$ cat src/sv/scis_pkg.sv
`default_nettype none

package scis_pkg;

	// Input commands.
	localparam logic [2:0] CMD_WR_VEL = 3'd0;
	localparam logic [2:0] CMD_WR_INR = 3'd1;
	localparam logic [2:0] CMD_WR_ROW = 3'd2;
	localparam logic [2:0] CMD_SOLVE  = 3'd3;
	localparam logic [2:0] CMD_WARM   = 3'd4;
	localparam logic [2:0] CMD_RD_VEL = 3'd5;
	localparam logic [2:0] CMD_RD_ROW = 3'd6;

	// Record sizes in words.
	localparam int VEL_WORDS = 6;
	localparam int INR_WORDS = 9;
	localparam int ROW_WORDS = 21;

	// Row word positions.
	localparam logic [4:0] W_BODY_A = 5'd0;
	localparam logic [4:0] W_BODY_B = 5'd1;
	localparam logic [4:0] W_INVM_A = 5'd2;
	localparam logic [4:0] W_LIN_A  = 5'd4;
	localparam logic [4:0] W_ANG_A  = 5'd7;
	localparam logic [4:0] W_EFFM   = 5'd16;
	localparam logic [4:0] W_ERR    = 5'd17;
	localparam logic [4:0] W_LOWER  = 5'd18;
	localparam logic [4:0] W_UPPER  = 5'd19;
	localparam logic [4:0] W_IMP    = 5'd20;

	// Micro-operations executed at the end of each sequencer step.
	localparam logic [3:0] OP_NOP  = 4'd0;
	localparam logic [3:0] OP_LDA  = 4'd1;
	localparam logic [3:0] OP_LDB  = 4'd2;
	localparam logic [3:0] OP_LDI  = 4'd3;
	localparam logic [3:0] OP_MAC  = 4'd4;
	localparam logic [3:0] OP_BIAS = 4'd5;
	localparam logic [3:0] OP_MASS = 4'd6;
	localparam logic [3:0] OP_L1   = 4'd7;
	localparam logic [3:0] OP_L2   = 4'd8;
	localparam logic [3:0] OP_CLO  = 4'd9;
	localparam logic [3:0] OP_CHI  = 4'd10;
	localparam logic [3:0] OP_WIMP = 4'd11;
	localparam logic [3:0] OP_K    = 4'd12;
	localparam logic [3:0] OP_VW   = 4'd13;
	localparam logic [3:0] OP_G    = 4'd14;
	localparam logic [3:0] OP_WW   = 4'd15;

	// Multiplier operand selects.
	localparam logic [1:0] XS_ROW = 2'd0;
	localparam logic [1:0] XS_INR = 2'd1;
	localparam logic [1:0] XS_M   = 2'd2;
	localparam logic [1:0] XS_IS  = 2'd3;

	localparam logic [2:0] YS_VEL = 3'd0;
	localparam logic [2:0] YS_BR  = 3'd1;
	localparam logic [2:0] YS_MS  = 3'd2;
	localparam logic [2:0] YS_S   = 3'd3;
	localparam logic [2:0] YS_IMP = 3'd4;
	localparam logic [2:0] YS_D   = 3'd5;
	localparam logic [2:0] YS_K   = 3'd6;
	localparam logic [2:0] YS_G   = 3'd7;

	// Program counter landmarks.
	localparam logic [5:0] PC_LDI   = 6'd2;
	localparam logic [5:0] PC_APPLY = 6'd22;
	localparam logic [5:0] PC_LAST  = 6'd59;

	typedef struct packed {
		logic [3:0] op;
		logic [1:0] xsel;
		logic [2:0] ysel;
		logic [4:0] rword;
		logic       side;
		logic [2:0] vword;
		logic [3:0] iword;
		logic [1:0] gsel;
	} step_t;

	typedef struct packed {
		logic  latch;
		logic  prog;
		logic  exec;
		logic  load_out;
		step_t st;
	} dp_cmd_t;

	typedef struct packed {
		logic prog_cmd;
		logic warm;
		logic bodies_ok;
	} dp_sts_t;

	function automatic logic signed [31:0] sat32(input logic signed [63:0] x);
		logic signed [31:0] r;
		if (x > 64'sd2147483647) begin
			r = 32'sh7FFFFFFF;
		end else if (x < -64'sd2147483648) begin
			r = 32'sh80000000;
		end else begin
			r = x[31:0];
		end
		return r;
	endfunction

	// Step table of the solve and warm start programs.
	function automatic step_t step_desc(input logic [5:0] pc);
		step_t d;
		logic [3:0] t;
		logic [4:0] u;
		logic [3:0] r;
		logic [1:0] i;
		logic [1:0] q;
		d = '0;
		d.op = OP_NOP;
		t = '0;
		u = '0;
		r = '0;
		i = '0;
		q = '0;
		if (pc == 6'd0) begin
			d.op = OP_LDA;
			d.rword = W_BODY_A;
		end else if (pc == 6'd1) begin
			d.op = OP_LDB;
			d.rword = W_BODY_B;
		end else if (pc == 6'd2) begin
			d.op = OP_LDI;
			d.rword = W_IMP;
		end else if (pc <= 6'd14) begin
			t = 4'(pc - 6'd3);
			d.op = OP_MAC;
			d.xsel = XS_ROW;
			d.ysel = YS_VEL;
			d.rword = W_LIN_A + 5'(t);
			d.side = (t >= 4'd6);
			d.vword = (t >= 4'd6) ? 3'(t - 4'd6) : 3'(t);
		end else if (pc == 6'd15) begin
			d.op = OP_BIAS;
			d.xsel = XS_ROW;
			d.ysel = YS_BR;
			d.rword = W_ERR;
		end else if (pc == 6'd16) begin
			d.op = OP_MASS;
			d.xsel = XS_ROW;
			d.ysel = YS_MS;
			d.rword = W_EFFM;
		end else if (pc == 6'd17) begin
			d.op = OP_L1;
			d.xsel = XS_M;
			d.ysel = YS_S;
		end else if (pc == 6'd18) begin
			d.op = OP_L2;
			d.xsel = XS_IS;
			d.ysel = YS_IMP;
		end else if (pc == 6'd19) begin
			d.op = OP_CLO;
			d.rword = W_LOWER;
		end else if (pc == 6'd20) begin
			d.op = OP_CHI;
			d.rword = W_UPPER;
		end else if (pc == 6'd21) begin
			d.op = OP_WIMP;
			d.rword = W_IMP;
		end else begin
			d.side = (pc >= 6'd41);
			u = d.side ? 5'(pc - 6'd41) : 5'(pc - 6'd22);
			if (u == 5'd0) begin
				d.op = OP_K;
				d.xsel = XS_ROW;
				d.ysel = YS_D;
				d.rword = W_INVM_A + 5'(d.side);
			end else if (u <= 5'd3) begin
				d.op = OP_VW;
				d.xsel = XS_ROW;
				d.ysel = YS_K;
				d.rword = W_LIN_A + (d.side ? 5'd6 : 5'd0) + 5'(u - 5'd1);
				d.vword = 3'(u - 5'd1);
			end else if (u <= 5'd6) begin
				d.op = OP_G;
				d.xsel = XS_ROW;
				d.ysel = YS_D;
				d.rword = W_ANG_A + (d.side ? 5'd6 : 5'd0) + 5'(u - 5'd4);
				d.gsel = 2'(u - 5'd4);
			end else begin
				r = 4'(u - 5'd7);
				i = r[3:2];
				q = r[1:0];
				if (q != 2'd3) begin
					d.op = OP_MAC;
					d.xsel = XS_INR;
					d.ysel = YS_G;
					d.gsel = q;
					d.iword = 4'(i) * 4'd3 + 4'(q);
				end else begin
					d.op = OP_WW;
					d.vword = 3'd3 + 3'(i);
				end
			end
		end
		return d;
	endfunction

endpackage

`default_nettype wire

$ cat src/sv/scis_ctrl.sv
`default_nettype none

module scis_ctrl (
	input  wire logic              clk,
	input  wire logic              arst_n,
	input  wire logic              in_valid,
	output logic                   in_stall,
	output logic                   out_valid,
	input  wire logic              out_stall,
	input  wire scis_pkg::dp_sts_t sts,
	output scis_pkg::dp_cmd_t      ctl
);

	import scis_pkg::*;

	localparam logic [2:0] S_IDLE  = 3'd0;
	localparam logic [2:0] S_DEC   = 3'd1;
	localparam logic [2:0] S_RA    = 3'd2;
	localparam logic [2:0] S_RB    = 3'd3;
	localparam logic [2:0] S_ISSUE = 3'd4;
	localparam logic [2:0] S_MUL   = 3'd5;
	localparam logic [2:0] S_EXEC  = 3'd6;
	localparam logic [2:0] S_FIN   = 3'd7;

	logic [2:0] state_q, state_d;
	logic [5:0] pc_q, pc_d;
	logic       out_valid_q;

	always_comb begin
		ctl.latch    = (state_q == S_IDLE) && in_valid;
		ctl.prog     = (state_q == S_ISSUE) || (state_q == S_MUL) || (state_q == S_EXEC);
		ctl.exec     = (state_q == S_RB) || (state_q == S_EXEC);
		ctl.load_out = (state_q == S_FIN) && (!out_valid_q || !out_stall);
		ctl.st       = step_desc(pc_q);
	end

	assign in_stall  = (state_q != S_IDLE);
	assign out_valid = out_valid_q;

	always_comb begin
		state_d = state_q;
		pc_d = pc_q;
		unique case (state_q)
			S_IDLE: begin
				if (in_valid) begin
					state_d = S_DEC;
				end
			end
			S_DEC: begin
				if (sts.prog_cmd) begin
					pc_d = '0;
					state_d = S_ISSUE;
				end else begin
					state_d = S_RA;
				end
			end
			S_RA:    state_d = S_RB;
			S_RB:    state_d = S_FIN;
			S_ISSUE: state_d = S_MUL;
			S_MUL:   state_d = S_EXEC;
			S_EXEC: begin
				if (pc_q == PC_LDI && !sts.bodies_ok) begin
					state_d = S_FIN;
				end else if (pc_q == PC_LDI && sts.warm) begin
					pc_d = PC_APPLY;
					state_d = S_ISSUE;
				end else if (pc_q == PC_LAST) begin
					state_d = S_FIN;
				end else begin
					pc_d = pc_q + 6'd1;
					state_d = S_ISSUE;
				end
			end
			S_FIN: begin
				if (ctl.load_out) begin
					state_d = S_IDLE;
				end
			end
			default: state_d = S_IDLE;
		endcase
	end

	always_ff @(posedge clk or negedge arst_n) begin
		if (!arst_n) begin
			state_q <= S_IDLE;
			pc_q <= '0;
			out_valid_q <= 1'b0;
		end else begin
			state_q <= state_d;
			pc_q <= pc_d;
			if (ctl.load_out) begin
				out_valid_q <= 1'b1;
			end else if (!out_stall) begin
				out_valid_q <= 1'b0;
			end
		end
	end

	a_pc_range: assert property (@(posedge clk) disable iff (!arst_n)
		pc_q <= PC_LAST)
		else $error("program counter beyond last step");

	a_load_free: assert property (@(posedge clk) disable iff (!arst_n)
		ctl.load_out |-> (!out_valid_q || !out_stall))
		else $error("output register overwritten while stalled");

	a_accept_dec: assert property (@(posedge clk) disable iff (!arst_n)
		(in_valid && !in_stall) |=> (state_q == S_DEC))
		else $error("accepted beat not decoded");

	a_warm_jump: assert property (@(posedge clk) disable iff (!arst_n)
		(state_q == S_EXEC && pc_q == PC_LDI && sts.warm && sts.bodies_ok)
		|=> (pc_q == PC_APPLY))
		else $error("warm start did not jump to apply");

endmodule

`default_nettype wire

$ cat config.mk
export PLATFORM = sky130hd
export DESIGN_NAME = scis_ctrl
export DESIGN_NICKNAME = d
export VERILOG_FILES = /design/src/sv/scis_pkg.sv /design/src/sv/scis_ctrl.sv
export SDC_FILE = /design/constraint.sdc
export NUM_CORES = 1
export LEC_CHECK = 0
export BUFFER_PORTS_ARGS = -buffer_cell sky130_fd_sc_hd__buf_4
export CORE_UTILIZATION = 50
export DETAILED_ROUTE_END_ITERATION = 6
export GPL_ROUTABILITY_DRIVEN = 0
export PLACE_DENSITY_LB_ADDON = 0.15
export RECOVER_POWER = 50
export SLEW_MARGIN = 20
export SYNTH_ARGS = -nofsm -noshare
export SYNTH_HDL_FRONTEND = slang
export SYNTH_SLANG_ARGS = --single-unit
export TNS_END_PERCENT = 5
$ cat constraint.sdc
create_clock -name clk -period 5.8 [get_ports clk]
set_input_delay 1.16 -clock clk [delete_from_list [all_inputs] [get_ports clk]]
set_output_delay 1.16 -clock clk [all_outputs]
set_load 0.01 [all_outputs]
Yosys cells after proc, flatten, opt, wreduce, memory -nomap -nowiden
Index checks and enable logic that the tools add are counted.

storage, ports and cells
  flip-flop bits (word level) = 10
  output and inout port bits = 30
  logic and storage cells = 169
  input bits = 7

cells by class
  mux-type cells = 102
  reductions and logical operators = 18
  $lt $le $gt $ge = 5
  equality and inequality tests = 24
  add/sub/neg operators = 16
  $mul = 1

operators with widths
  operator                                                                count
  14-bit two-way mux                                                      15
  6-bit two-way mux                                                       21
  7-bit two-way mux                                                       14
  10-bit two-way mux                                                      8
  5-bit two-way mux                                                       14
  6-bit by 5-bit equality test with 1-bit output (second input constant)  6
  9-bit two-way mux                                                       4
  4-bit two-way mux                                                       8
  15-bit two-way mux                                                      2
  3-bit case mux with 8 select lines                                      1
  3-bit two-way mux                                                       7
  18-bit two-way mux                                                      1
  3-bit equality test (second input constant)                             4
  6-bit case mux with 2 select lines                                      1
  2-bit != test (second input constant)                                   5
  2-bit two-way mux                                                       4
  6-bit by 1-bit adder with 6-bit output (second input constant)          1
  3-bit by 2-bit equality test with 1-bit output (second input constant)  2
  6-bit by 1-bit equality test with 1-bit output (second input constant)  1
  6-bit by 2-bit equality test with 1-bit output (second input constant)  1
  6-bit by 4-bit equality test with 1-bit output (second input constant)  1
  6-bit equality test (second input constant)                             1
  6-bit >= comparator (second input constant)                             1
  6-bit by 4-bit <= comparator with 1-bit output (second input constant)  1
  33 further kinds                                                        42

Depth between registers and ports, before layout
  depth after elaboration = 47
  depth in mapped cells = 19
  mapped depth without buffers = 18

Least setup slack after synthesis
Ideal clock, no wire load.

  path kind = register to output
  from = reg pc_q[0]
  to = out ctl[14] (netlist bit)
  required time = 4.640 ns
  setup slack = 0.461 ns
  path buffers = 1
  arrival = 4.179 ns
  cell stages (with the launch flop) = 20
  cells stage by stage = dfrtp_1 -> clkbuf_1 -> inv_1 -> ha_1 -> nor4b_2 -> nor2_1 -> inv_1 -> nand2_1 -> and2_1 -> inv_1 -> ha_1 -> xor2_1 -> ha_1 -> inv_1 -> ha_1 -> inv_1 -> fa_1 -> nor2_1 -> a22oi_1 -> a311oi_1

RTL lines
  element                 line             RTL
  start, declared         scis_ctrl.sv:26  logic [5:0] pc_q, pc_d;
  start signal, assigned  scis_ctrl.sv:90  pc_q <= pc_d;
  end, declared           scis_ctrl.sv:11  output scis_pkg::dp_cmd_t ctl

==> impl_metrics.toml <==
[worst_setup_path]
cp_max_fo = 11
cpMostUsedCell = "inv_1"
startpoint_type = "flop"
cpMaxStageDelayCell = "dfrtp_1"
required_ns = 4.64
critical_path.cell_chain = "inv_1 -> ha_1 -> nor4b_4 -> nor2_1 -> inv_1 -> nand2_1 -> and2_1 -> inv_1 -> ha_2 -> xor2_1 -> ha_1 -> inv_1 -> ha_1 -> inv_1 -> fa_1 -> nor2_1 -> a22oi_1 -> a311oi_1 -> buf_4"
crit_arrival_ns = 4.29
critPathKind = "flop to output port"
endpoint_kind = "output port"
worst-r2r-cell-count = 8
critPathMaxStageDelay_ns = 0.52

[timing]
tns_ns = 0
rsz0062_at_grt = "no"
fin_crit_sh_pct = 94.0
maxSlewViolCount = 0
max_slew_margin_pct = 32.1
setup_viol_count_final = 0
hold_viol_final = 0
worstMarginPinSlew_ns = 1.01
max_freq_mhz = 183
fin_crit_ns = 5.45
fin_skew_ns = 0.00719

[floorplanning]
die-area_sq_mm = 0.00506
rows = 24
chipHeight_um = 71.2
num_io_pins = 37
dieWidth_um = 71.2
start_util_pct = 53.4
coreArea_sq_mm = 0.00447

[layout]
drive_gt1_share_pct = 15.7
final_net_count = 397
diodes = 0
syn2layout_area_growth_pct = 13.6

[yosys]
yosys_warnings = 0
synth_most_common_cell = "nand2_1"
synth_top_area_share_pct = 15.7
synth_edf_count = 0
synth_cells = 330
synth_common_cells = "nand2_1, nor2_1, ha_1, a21oi_1, inv_1"
synthTopCellsByArea = "ha_1, dfrtp_1, nand2_1"
synth-seq-cells = 10
avgSynthCellArea_sq_um = 7.25
synth_cell_type_count = 68
synth_nets = 369
synthArstFlopShare_pct = 100
syn-cell-area_sq_mm = 0.00239
yosys.area.top_type = "ha_1"
synth_seq_area_share_pct = 10.5
yosys_most_used_dff = "dfrtp_1"

[grt]
grt_max_degree = 23
antenna_found_initial = 0
grt_pass1_wl_um = 11400
grt_pass1_vias = 2349
gr-total-overflow = 0
grt_usage_pct = 27.8

[outcome]
status = "finished, violations left"
violations = "design-rule violations"

[placed_design]
port_buffers = 36
detailed_place_hpwl_um = 5300

[routing]
wl_per_cell_um = 16.5
drc = 5
drt-pass1-iter-count = 7
ant_nets = 0
drt_wl_total_um = 6760
dr_total_vias = 2615
drtIter0Drc = 259
avgViaCountPerCell = 6.39

[clock_tree]
clk-insertion-delay-late_ns = 0.24
holdBufCountCts = 0
post_cts.repair.setup_buffers = 0
cts_tree = "done"
clkTransAtPathRegs_ns = 0.05
cts_resized = 0
clockBufferDepth = 2
numClockSinks = 10
numCtsBuffers = 3
h-tree-depth = 1
cts-root-buf = "clkbuf_8"

[job]
maxCapViolations = 0

[worst_hold_path]
hp-class = "flop to flop"
holdPathStages = 2
-- through the flow --
step / utilization, % / cell area, sq um / setup WS [ns] / hold WS (ns) / instances
2_1_floorplan: - / 2390 / 0.461 / 0.541 / 330
3_3_place_gp: 59.8 / 2680 / 0.583 / 0.501 / 405
3_5_place_dp: 59.8 / 2680 / 0.448 / 0.515 / 405
4_1_cts: 61.0 / 2730 / 0.168 / 0.526 / 409
5_1_grt: 60.7 / 2720 / 0.0185 / 0.555 / 409
6_report: 60.7 / 2720 / 0.346 / 0.522 / 409
-- metal layers --
layer	vias to the layer above	part of all wire, %	GRT usage, %
met5	-	0	0
met4	0	1.9	7.56
met3	11	4.9	1.85
met2	100	47	46.7
met1	1244	46	38.7
li1	1260	-	-
-- final timing paths --
check	slack (ns)	startpoint	to
max	0.35	pc_q[0]	ctl[14]
min reg2reg	0.52	out_valid	out_valid
max in group asynchronous	4.56	arst_n	pc_q[3]
min in group asynchronous	0.87	arst_n	state_q[2]
min	0.52	out_valid	out_valid
max reg2reg	2.35	pc_q[2]	pc_q[5]
-- registers in the layout, summed over array words and instances (netlist names) --
register,count
pc_q,6
out_valid,1
state_q,3
-- worst max-delay path, delay by kind of cell, from the launching register on --
kind                       cells  cell delay [ns]
adders and majority gates      5             1.30
and+or+nand+nor                5             0.88
buffers and inverters          6             0.76
DFF                            1             0.52
AOI/OAI and AO/OA              2             0.39
xor gates and xnor gates       1             0.20
-- final cells by class --
type,instances,area (sq um)
multi-input combinational,280,1970
fill,409,1760
inverter,21,78.8
timing repair buffer,42,293
tap,52,65.1
clock buffer,4,55.1
sequential,10,250
-- cell usage in the layout (no fill, tap or decap), types with 7 or more instances in the layout --
cell type	n
nand2b_1	7
dfrtp_1	10
ha_1	29
inv_1	20
a21oi_1	29
buf_4	35
nand2_1	39
o21ai_0	15
nor2_1	34
nand3_1	12
-- logic make-up (layout without fill, tap and decap cells) --
family	Yosys count	count (layout)	share of synthesized area [%]
flip-flops	10	10	10.5
XOR/XNOR	13	13	5.08
adder cells (fa/ha/maj)	32	32	17.4
AO/OA/AOI/OAI	98	98	28.9
buffers and inverters	40	67	7.33
multiplexers	3	3	1.83
AND/OR/NAND/NOR	134	134	29.0
Power is left out: the tool's default activity adds up to more than one toggle a clock period on the data nets, which glitch-free logic cannot reach.
